==> config.mk <==
export PLATFORM = sky130hd
export DESIGN_NAME = multi_channel_sensor_averager_flat
export DESIGN_NICKNAME = d
export VERILOG_FILES = /design/src/rtl/msa_pkg.sv /design/src/rtl/msa_if.sv /design/src/rtl/multi_channel_sensor_averager.sv /design/src/rtl/msa_serial_div.sv /design/src/flat_wrapper.sv
export SDC_FILE = /design/constraint.sdc
export NUM_CORES = 2
export LEC_CHECK = 0
export ABC_AREA = 0
export BUFFER_PORTS_ARGS = -buffer_cell sky130_fd_sc_hd__buf_2
export CORE_ASPECT_RATIO = 1.1
export CORE_MARGIN = 2
export CORE_UTILIZATION = 31
export DETAILED_ROUTE_END_ITERATION = 16
export PLACE_DENSITY = 0.55
export SETUP_SLACK_MARGIN = 0.5
export SYNTH_ARGS = -nofsm -noshare
export SYNTH_HDL_FRONTEND = slang
export SYNTH_HIERARCHICAL = 1
export SYNTH_SLANG_ARGS = --single-unit
==> constraint.sdc <==
create_clock -name clk -period 7.9 [get_ports clk]
set_input_delay 1.58 -clock clk [delete_from_list [all_inputs] [get_ports clk]]
set_output_delay 1.58 -clock clk [all_outputs]
set_load 0.02 [all_outputs]
==> src/rtl/msa_pkg.sv <==
// ----------------------------------------------------------------------------
// msa_pkg
// Shared constants, field widths and codes for the multi-channel averager.
// ----------------------------------------------------------------------------
package msa_pkg;

    localparam int CHANNELS = 5;
    localparam int WINDOW   = 8;

    // Fixed field widths.
    localparam int CH_W    = 3;
    localparam int TEMP_W  = 16;
    localparam int STAT_W  = 2;
    localparam int ERR_W   = 16;
    localparam int FILL_W  = 7;
    localparam int CFG_IDX_W = 1;

    // Widths that follow from the window depth and channel count.
    localparam int SUM_W   = TEMP_W + $clog2(WINDOW);
    localparam int CNT_W   = $clog2(WINDOW + 1);
    localparam int SLOT_W  = (WINDOW > 1) ? $clog2(WINDOW) : 1;
    localparam int DEPTH   = CHANNELS * WINDOW;
    localparam int ADDR_W  = (DEPTH > 1) ? $clog2(DEPTH) : 1;
    localparam int CHI_W   = (CHANNELS > 1) ? $clog2(CHANNELS) : 1;
    localparam int ITER_W  = $clog2(SUM_W + 1);

    // Configuration register indexes.
    localparam logic [CFG_IDX_W-1:0] REG_LOW_LIMIT  = 1'd0;
    localparam logic [CFG_IDX_W-1:0] REG_HIGH_LIMIT = 1'd1;

    // Reset values of the limits.
    localparam logic signed [TEMP_W-1:0] LOW_LIMIT_RESET  = -16'sd2016;
    localparam logic signed [TEMP_W-1:0] HIGH_LIMIT_RESET = 16'sd2960;

    // Result status codes.
    localparam logic [STAT_W-1:0] STATUS_VALID        = 2'd0;
    localparam logic [STAT_W-1:0] STATUS_DISCONNECTED = 2'd1;
    localparam logic [STAT_W-1:0] STATUS_OUT_OF_RANGE = 2'd2;

    localparam logic [ERR_W-1:0] ERR_MAX = '1;

endpackage

==> src/rtl/msa_if.sv <==
// ----------------------------------------------------------------------------
// msa_if
// Valid/ready channels for samples in and averaged results out.
// ----------------------------------------------------------------------------
interface msa_in_if;
    import msa_pkg::*;

    logic                     valid;
    logic                     ready;
    logic [CH_W-1:0]          channel;
    logic signed [TEMP_W-1:0] sample;

    modport source (output valid, output channel, output sample, input ready);
    modport sink (input valid, input channel, input sample, output ready);
endinterface

interface msa_out_if;
    import msa_pkg::*;

    logic                     valid;
    logic                     ready;
    logic [CH_W-1:0]          out_channel;
    logic [STAT_W-1:0]        status;
    logic signed [TEMP_W-1:0] held_value;
    logic signed [TEMP_W-1:0] average;
    logic [ERR_W-1:0]         error_total;
    logic [FILL_W-1:0]        fill;

    modport source (output valid, output out_channel, output status, output held_value,
                    output average, output error_total, output fill, input ready);
    modport sink (input valid, input out_channel, input status, input held_value,
                  input average, input error_total, input fill, output ready);
endinterface

==> src/rtl/multi_channel_sensor_averager.sv <==
// ----------------------------------------------------------------------------
// multi_channel_sensor_averager
// Per-channel limit check, error count and windowed moving average.
// ----------------------------------------------------------------------------
// A valid sample goes through the window read, the sum update, the bit-serial
// divide of the window sum and the output state before its result word is loaded.
// A rejected sample skips the divide and goes from the update to the output state.
// One sample is in work at a time; the next is taken the cycle after the
// result is loaded into the output register. A bad channel is dropped at once.
// Reset clears all channel state and restores the default limits.
module multi_channel_sensor_averager (
    input  logic                          clk,
    input  logic                          rst_n,
    msa_in_if.sink                        samples,
    msa_out_if.source                     results,
    input  logic                          cfg_we,
    input  logic [msa_pkg::CFG_IDX_W-1:0] cfg_index,
    input  logic [msa_pkg::TEMP_W-1:0]    cfg_data
);
    import msa_pkg::*;

    localparam logic [2:0] S_IDLE  = 3'd0;
    localparam logic [2:0] S_READ  = 3'd1;
    localparam logic [2:0] S_UPD   = 3'd2;
    localparam logic [2:0] S_START = 3'd3;
    localparam logic [2:0] S_DIV   = 3'd4;
    localparam logic [2:0] S_OUT   = 3'd5;

    logic [2:0] state_reg;
    logic [2:0] state_next;

    logic signed [TEMP_W-1:0] low_limit_reg;
    logic signed [TEMP_W-1:0] high_limit_reg;

    // Per-channel state.
    logic signed [TEMP_W-1:0] last_good_reg [CHANNELS];
    logic signed [SUM_W-1:0]  sum_reg       [CHANNELS];
    logic [CNT_W-1:0]         count_reg     [CHANNELS];
    logic [SLOT_W-1:0]        slot_reg      [CHANNELS];
    logic [ERR_W-1:0]         reject_reg    [CHANNELS];
    logic signed [TEMP_W-1:0] mean_reg      [CHANNELS];

    logic signed [TEMP_W-1:0] win_mem [DEPTH];
    logic signed [TEMP_W-1:0] rd_reg;

    // Current item.
    logic [CH_W-1:0]          ch_reg;
    logic signed [TEMP_W-1:0] sample_reg;
    logic [STAT_W-1:0]        status_reg;
    logic                     neg_reg;

    logic [CHI_W-1:0]         ci;
    logic [ADDR_W-1:0]        addr;
    logic                     accept;
    logic                     ch_ok;
    logic [STAT_W-1:0]        status_in;
    logic                     full;
    logic signed [SUM_W-1:0]  sum_new;
    logic [SUM_W-1:0]         dividend;
    logic                     div_start;
    logic                     div_done;
    logic [SUM_W-1:0]         quotient;
    logic [SUM_W-1:0]         quot_signed;
    logic                     out_free;

    // Output register.
    logic                     out_valid_reg;
    logic [CH_W-1:0]          out_channel_reg;
    logic [STAT_W-1:0]        out_status_reg;
    logic signed [TEMP_W-1:0] out_held_reg;
    logic signed [TEMP_W-1:0] out_avg_reg;
    logic [ERR_W-1:0]         out_err_reg;
    logic [FILL_W-1:0]        out_fill_reg;

    assign ci     = CHI_W'(ch_reg);
    assign addr   = ADDR_W'(ci) * ADDR_W'(WINDOW) + ADDR_W'(slot_reg[ci]);
    assign accept = samples.valid && samples.ready;
    assign ch_ok  = int'(samples.channel) < CHANNELS;
    assign full   = count_reg[ci] >= CNT_W'(WINDOW);
    assign out_free = !out_valid_reg || results.ready;
    assign div_start = (state_reg == S_START);

    // The disconnected test wins when the limits are crossed.
    always_comb
    begin
        if (samples.sample < low_limit_reg)
            status_in = STATUS_DISCONNECTED;
        else if (samples.sample >= high_limit_reg)
            status_in = STATUS_OUT_OF_RANGE;
        else
            status_in = STATUS_VALID;
    end

    always_comb
    begin
        if (full)
            sum_new = sum_reg[ci] - SUM_W'(rd_reg) + SUM_W'(sample_reg);
        else
            sum_new = sum_reg[ci] + SUM_W'(sample_reg);
    end

    assign dividend    = sum_reg[ci][SUM_W-1] ? SUM_W'(-sum_reg[ci]) : SUM_W'(sum_reg[ci]);
    assign quot_signed = neg_reg ? (~quotient + 1'b1) : quotient;

    msa_serial_div u_div (
        .clk      (clk),
        .rst_n    (rst_n),
        .start    (div_start),
        .dividend (dividend),
        .divisor  (count_reg[ci]),
        .done     (div_done),
        .quotient (quotient)
    );

    always_comb
    begin
        state_next = state_reg;
        unique case (state_reg)
            S_IDLE:
            begin
                if (accept && ch_ok)
                    state_next = S_READ;
            end
            S_READ:  state_next = S_UPD;
            S_UPD:   state_next = (status_reg == STATUS_VALID) ? S_START : S_OUT;
            S_START: state_next = S_DIV;
            S_DIV:
            begin
                if (div_done)
                    state_next = S_OUT;
            end
            S_OUT:
            begin
                if (out_free)
                    state_next = S_IDLE;
            end
            default: state_next = S_IDLE;
        endcase
    end

    always_ff @(posedge clk or negedge rst_n)
    begin
        if (!rst_n)
        begin
            state_reg      <= S_IDLE;
            low_limit_reg  <= LOW_LIMIT_RESET;
            high_limit_reg <= HIGH_LIMIT_RESET;
            out_valid_reg  <= 1'b0;
            for (int i = 0; i < CHANNELS; i++)
            begin
                last_good_reg[i] <= '0;
                sum_reg[i]       <= '0;
                count_reg[i]     <= '0;
                slot_reg[i]      <= '0;
                reject_reg[i]    <= '0;
                mean_reg[i]      <= '0;
            end
        end
        else
        begin
            state_reg <= state_next;

            if (cfg_we)
            begin
                unique case (cfg_index)
                    REG_LOW_LIMIT:  low_limit_reg  <= cfg_data;
                    REG_HIGH_LIMIT: high_limit_reg <= cfg_data;
                    default: ;
                endcase
            end

            if (state_reg == S_UPD)
            begin
                if (status_reg != STATUS_VALID)
                begin
                    if (reject_reg[ci] != ERR_MAX)
                        reject_reg[ci] <= reject_reg[ci] + 1'b1;
                end
                else
                begin
                    sum_reg[ci]       <= sum_new;
                    last_good_reg[ci] <= sample_reg;
                    if (!full)
                        count_reg[ci] <= count_reg[ci] + 1'b1;
                    if (slot_reg[ci] == SLOT_W'(WINDOW - 1))
                        slot_reg[ci] <= '0;
                    else
                        slot_reg[ci] <= slot_reg[ci] + 1'b1;
                end
            end

            if (state_reg == S_DIV && div_done)
                mean_reg[ci] <= quot_signed[TEMP_W-1:0];

            if (state_reg == S_OUT && out_free)
                out_valid_reg <= 1'b1;
            else if (results.ready)
                out_valid_reg <= 1'b0;
        end
    end

    // Item capture, window memory and output payload.
    always_ff @(posedge clk)
    begin
        if (state_reg == S_IDLE && accept)
        begin
            ch_reg     <= samples.channel;
            sample_reg <= samples.sample;
            status_reg <= status_in;
        end
        if (state_reg == S_READ)
            rd_reg <= win_mem[addr];
        if (state_reg == S_UPD && status_reg == STATUS_VALID)
            win_mem[addr] <= sample_reg;
        if (state_reg == S_START)
            neg_reg <= sum_reg[ci][SUM_W-1];
        if (state_reg == S_OUT && out_free)
        begin
            out_channel_reg <= ch_reg;
            out_status_reg  <= status_reg;
            out_held_reg    <= last_good_reg[ci];
            out_avg_reg     <= mean_reg[ci];
            out_err_reg     <= reject_reg[ci];
            out_fill_reg    <= FILL_W'(count_reg[ci]);
        end
    end

    assign samples.ready       = (state_reg == S_IDLE);
    assign results.valid       = out_valid_reg;
    assign results.out_channel = out_channel_reg;
    assign results.status      = out_status_reg;
    assign results.held_value  = out_held_reg;
    assign results.average     = out_avg_reg;
    assign results.error_total = out_err_reg;
    assign results.fill        = out_fill_reg;

endmodule

==> src/rtl/msa_serial_div.sv <==
// ----------------------------------------------------------------------------
// msa_serial_div
// Bit-serial restoring divider: one quotient bit per cycle.
// ----------------------------------------------------------------------------
module msa_serial_div (
    input  logic                      clk,
    input  logic                      rst_n,
    input  logic                      start,
    input  logic [msa_pkg::SUM_W-1:0] dividend,
    input  logic [msa_pkg::CNT_W-1:0] divisor,
    output logic                      done,
    output logic [msa_pkg::SUM_W-1:0] quotient
);
    import msa_pkg::*;

    logic [SUM_W-1:0]  shift_reg;
    logic [CNT_W-1:0]  rem_reg;
    logic [CNT_W-1:0]  divisor_reg;
    logic [ITER_W-1:0] iter_reg;
    logic              busy_reg;
    logic              done_reg;

    logic [CNT_W:0]    trial;
    logic              fits;
    logic [CNT_W:0]    diff;

    // The dividend shifts out at the top while quotient bits enter at the bottom.
    assign trial = {rem_reg, shift_reg[SUM_W-1]};
    assign fits  = trial >= {1'b0, divisor_reg};
    assign diff  = trial - {1'b0, divisor_reg};

    always_ff @(posedge clk or negedge rst_n)
    begin
        if (!rst_n)
        begin
            busy_reg <= 1'b0;
            done_reg <= 1'b0;
            iter_reg <= '0;
        end
        else
        begin
            done_reg <= !start && busy_reg && (iter_reg == ITER_W'(SUM_W - 1));
            if (start)
            begin
                busy_reg <= 1'b1;
                iter_reg <= '0;
            end
            else if (busy_reg)
            begin
                if (iter_reg == ITER_W'(SUM_W - 1))
                    busy_reg <= 1'b0;
                iter_reg <= iter_reg + 1'b1;
            end
        end
    end

    always_ff @(posedge clk)
    begin
        if (start)
        begin
            shift_reg   <= dividend;
            rem_reg     <= '0;
            divisor_reg <= divisor;
        end
        else if (busy_reg)
        begin
            shift_reg <= {shift_reg[SUM_W-2:0], fits};
            rem_reg   <= fits ? diff[CNT_W-1:0] : trial[CNT_W-1:0];
        end
    end

    assign done     = done_reg;
    assign quotient = shift_reg;

endmodule
==> src/flat_wrapper.sv <==
// flat-port wrapper written by rule: the top's interface ports become plain ports
module multi_channel_sensor_averager_flat import msa_pkg::*;
  (clk, rst_n, cfg_we, cfg_index, cfg_data, samples_valid, samples_channel, samples_sample, samples_ready, results_valid, results_out_channel, results_status, results_held_value, results_average, results_error_total, results_fill, results_ready);
  msa_in_if samples_i ();
  msa_out_if results_i ();
  input  logic clk;
  input  logic rst_n;
  input  logic cfg_we;
  input  logic [msa_pkg::CFG_IDX_W-1:0] cfg_index;
  input  logic [msa_pkg::TEMP_W-1:0] cfg_data;
  input wire logic [$bits(samples_i.valid)-1:0] samples_valid;
  input wire logic [$bits(samples_i.channel)-1:0] samples_channel;
  input wire logic [$bits(samples_i.sample)-1:0] samples_sample;
  output wire logic [$bits(samples_i.ready)-1:0] samples_ready;
  output wire logic [$bits(results_i.valid)-1:0] results_valid;
  output wire logic [$bits(results_i.out_channel)-1:0] results_out_channel;
  output wire logic [$bits(results_i.status)-1:0] results_status;
  output wire logic [$bits(results_i.held_value)-1:0] results_held_value;
  output wire logic [$bits(results_i.average)-1:0] results_average;
  output wire logic [$bits(results_i.error_total)-1:0] results_error_total;
  output wire logic [$bits(results_i.fill)-1:0] results_fill;
  input wire logic [$bits(results_i.ready)-1:0] results_ready;
  assign samples_i.valid = samples_valid;
  assign samples_i.channel = samples_channel;
  assign samples_i.sample = samples_sample;
  assign samples_ready = samples_i.ready;
  assign results_valid = results_i.valid;
  assign results_out_channel = results_i.out_channel;
  assign results_status = results_i.status;
  assign results_held_value = results_i.held_value;
  assign results_average = results_i.average;
  assign results_error_total = results_i.error_total;
  assign results_fill = results_i.fill;
  assign results_i.ready = results_ready;
  multi_channel_sensor_averager u_core (.clk(clk), .rst_n(rst_n), .samples(samples_i), .results(results_i), .cfg_we(cfg_we), .cfg_index(cfg_index), .cfg_data(cfg_data));
endmodule
==> results.ini <==
[place]
io_buffers=99
globalplace.congestion=0.8672
dp_hpwl_mm=89.56

[synthesis]
yosysWarningCount=6
ys_ff_latch=1175
synth_commonest_cells=edfxtp_1, nand2_1, dfrtp_1
synth_edf_count=758
synth_area_leaders=edfxtp_1, dfrtp_1, nand2_1, mux4_2, o21ai_0
synth_most_common_cell=edfxtp_1
yosysTopAreaCell=edfxtp_1
synth_area_um2=51110
syn-instance-count=3814
ys_seq_area_share_pct=64.94
synth_ff_type=edfxtp_1
synth.avg_cell_area_um2=13.40
synthArstFlopShare_pct=35.15
netlist.area_leader.share_pct=44.54
synth.distinct_cells=98

[floorplan]
coreArea_um2=164000
row_count=156
die_area_um2=168100
io_pins=103
start_util_pct=31.17
die_h_um=429.9
dieWidth_um=391.1

[cells_and_area]
largest_reg_flops=640
drive_above_1_share_pct=16.76
fin_util_pct=35.45
regArea_um2=33190
multi_input_area_um2=16520
fillers=15890
syn_to_final_growth_pct=13.74
nets=4090

[timing]
worst_pin_slew_ns=1.248
drv_slew=0
holdWs_ns=0.4544
finClkSkew_ns=0.04669
fin_crit_ns=5.440
hold_viol=0
finalSetupViolations=0
setup_tns_ns=0
post-route-period-util_pct=68.86
rsz0062_at_grt=false
fmax_mhz=183.8
relSlewSlack_pct=16.35

[clocking]
cts.clk_slew.worst_paths_ns=0.06
hold_buffers=0
cts_tree=built
clk-insertion-delay-late_ns=0.74
cts_resized=0
cts_buffer_depth=3
cts_made_buffers=117
post_cts_buffers=0
cts.sink_count=1175
cts-root-buf=clkbuf_16
htree_levels=3

[route]
drt-met1-wl_mm=62.68
drtIter0Drc=2806
vias=32010
antenna_left=0
drt_pre_antenna_iters=6
top_layer=met5
dr_wl_met2_mm=66.95
drcViolationCount=0
via_per_inst=5.176
drt_wl_total_mm=142.3
wl_per_cell_um=23.01
dr_wl_met3_mm=8.975

[status]
outcome=finished clean

[worst_setup_path]
max_stage_delay_ns=0.87
cp-end-kind=flip-flop
worstSetupPathType=reg2reg
critPathLaunchType=flip-flop
critPathMaxFanout=34
cpMaxStageDelayCell=nor3b_4
crit_chain=nor3b_4, buf_4, a22oi_1, fa_1, inv_1, ha_1, and3_1, a221o_1, a21oi_1, a21boi_0, o41ai_1, xor2_1, mux2i_1, mux2_2
cp-startpoint=u_core/ch_reg[0]$_DFFE_PP_
required_ns=8.49
crit_buf_inv=2
path_delay_family=compound AO/OA/AOI/OAI gates
arrival_ns=6.03
r2r_start=u_core/ch_reg[0]$_DFFE_PP_

[grt]
grtUsageTotal_pct=16.77
grt_pass1_wl_mm=212.1
grt_start_max_net_pins=113
antenna_found_initial=4
gr-total-overflow=0
grt_pass1_vias=31730

[hold_path]
hp-class=reg2reg
hp-start=u_core/count_reg[15]$_DFFE_PN0P_

[power]
leakage_nw=22.37
p_per_area_nw_per_um2=308.0
peakVddDrop_uv=223.3

[flow_run]
maxCapViolations=0

==> per-stage QoR <==
step           cells  total power, mW  setup WS (ns)  cell area, um^2
5_1_grt         6184            18.77          2.156            58130
2_1_floorplan   3816            10.91          3.058            51120
3_3_place_gp    5961            12.37          2.654            54280
3_5_place_dp    5961            12.43          2.547            54280
4_1_cts         6184            18.03          2.484            58130
6_report        6185            17.90          2.460            58130
==> report_power, final <==
group / internal, mW / total, mW / switching, mW
Clock: 3.16 / 5.57 / 2.42
Sequential: 7.48 / 7.96 / 0.482
Combinational: 1.59 / 4.37 / 2.78
Total: 12.2 / 17.9 / 5.68
==> layer usage <==
metal | vias up | track usage [%]
li1 | 14320 | -
met1 | 16460 | 23.63
met2 | 1033 | 27.02
met3 | 201 | 2.516
met4 | 2 | 4.361
met5 | - | 0
==> worst paths after layout <==
check	to	slack, ns	cells after the start
max in group asynchronous	u_core/reject_reg[19]$_DFFE_PN0P_	5.51	2
hold reg to reg	u_core/count_reg[15]$_DFFE_PN0P_	0.45	1
min in group asynchronous	u_core/mean_reg[52]$_DFFE_PN0P_	0.81	1
hold / removal	u_core/count_reg[15]$_DFFE_PN0P_	0.45	1
setup reg to reg	u_core/sum_reg[35]$_DFFE_PN0P_	2.46	14
setup / recovery	u_core/sum_reg[35]$_DFFE_PN0P_	2.46	14
==> kinds of logic (layout without fill, tap and decap cells) <==
group / after synthesis / after routing / synth area share (%)
other: 1 / 4 / 0.007337
flip-flops: 1175 / 1175 / 64.94
multiplexers: 375 / 375 / 10.38
adder cells (fa/ha/maj): 102 / 102 / 2.791
buffers and inverters: 335 / 570 / 2.901
XOR/XNOR: 81 / 81 / 1.388
AND/OR/NAND/NOR: 1035 / 1035 / 8.877
AO/OA/AOI/OAI: 710 / 710 / 8.718
==> worst reg2reg max path: cells and delay by family (launching register included) <==
kind | cells | cell delay, ns
DFF | 1 | 0.47
muxes | 2 | 0.47
and+or+nand+nor | 2 | 1.09
buffers and inverters | 2 | 0.60
xor gates and xnor gates | 1 | 0.24
adders and majority gates | 2 | 0.89
AOI/OAI and AO/OA | 5 | 1.53
==> placed cells by master (no fill, tap or decap), types with 11 or more instances in the layout <==
master | netlist | layout
inv_1 | 132 | 131
nor2_1 | 140 | 137
fa_1 | 20 | 20
a21oi_1 | 109 | 109
nand2_1 | 634 | 629
buf_4 | 10 | 111
a31oi_1 | 30 | 30
clkinv_2 | 0 | 20
mux2i_1 | 124 | 124
dfrtp_1 | 402 | 402
a32oi_1 | 12 | 12
xnor2_1 | 48 | 48
a22oi_1 | 29 | 29
a211oi_1 | 11 | 11
and3_1 | 23 | 23
dfstp_2 | 11 | 11
buf_2 | 49 | 98
nand3_1 | 88 | 88
o21ai_0 | 289 | 288
mux2_2 | 99 | 99
clkbuf_8 | 0 | 13
nor4_1 | 11 | 11
a21o_1 | 29 | 29
o22ai_1 | 44 | 44
a221oi_1 | 16 | 16
nor3_1 | 22 | 20
xor2_1 | 33 | 33
ha_1 | 82 | 82
clkinv_1 | 0 | 20
mux4_2 | 98 | 98
a22o_1 | 41 | 41
nand4_1 | 29 | 29
clkbuf_1 | 110 | 26
mux2_4 | 27 | 27
mux2_1 | 25 | 25
clkbuf_16 | 0 | 119
edfxtp_1 | 758 | 758
o21a_1 | 12 | 12
==> cell type report <==
| cell class | instances | area share (%) |
|---|---|---|
| Antenna cell | 1 | 0.004305 |
| Clock buffer | 158 | 5.598 |
| Clock inverter | 65 | 1.029 |
| Inverter | 135 | 0.8911 |
| Multi-Input combinational cell | 2306 | 28.42 |
| Sequential cell | 1175 | 57.10 |
| Tap cell | 2133 | 4.591 |
| Timing Repair Buffer | 212 | 2.372 |
Power figures use the tool's default switching activity.
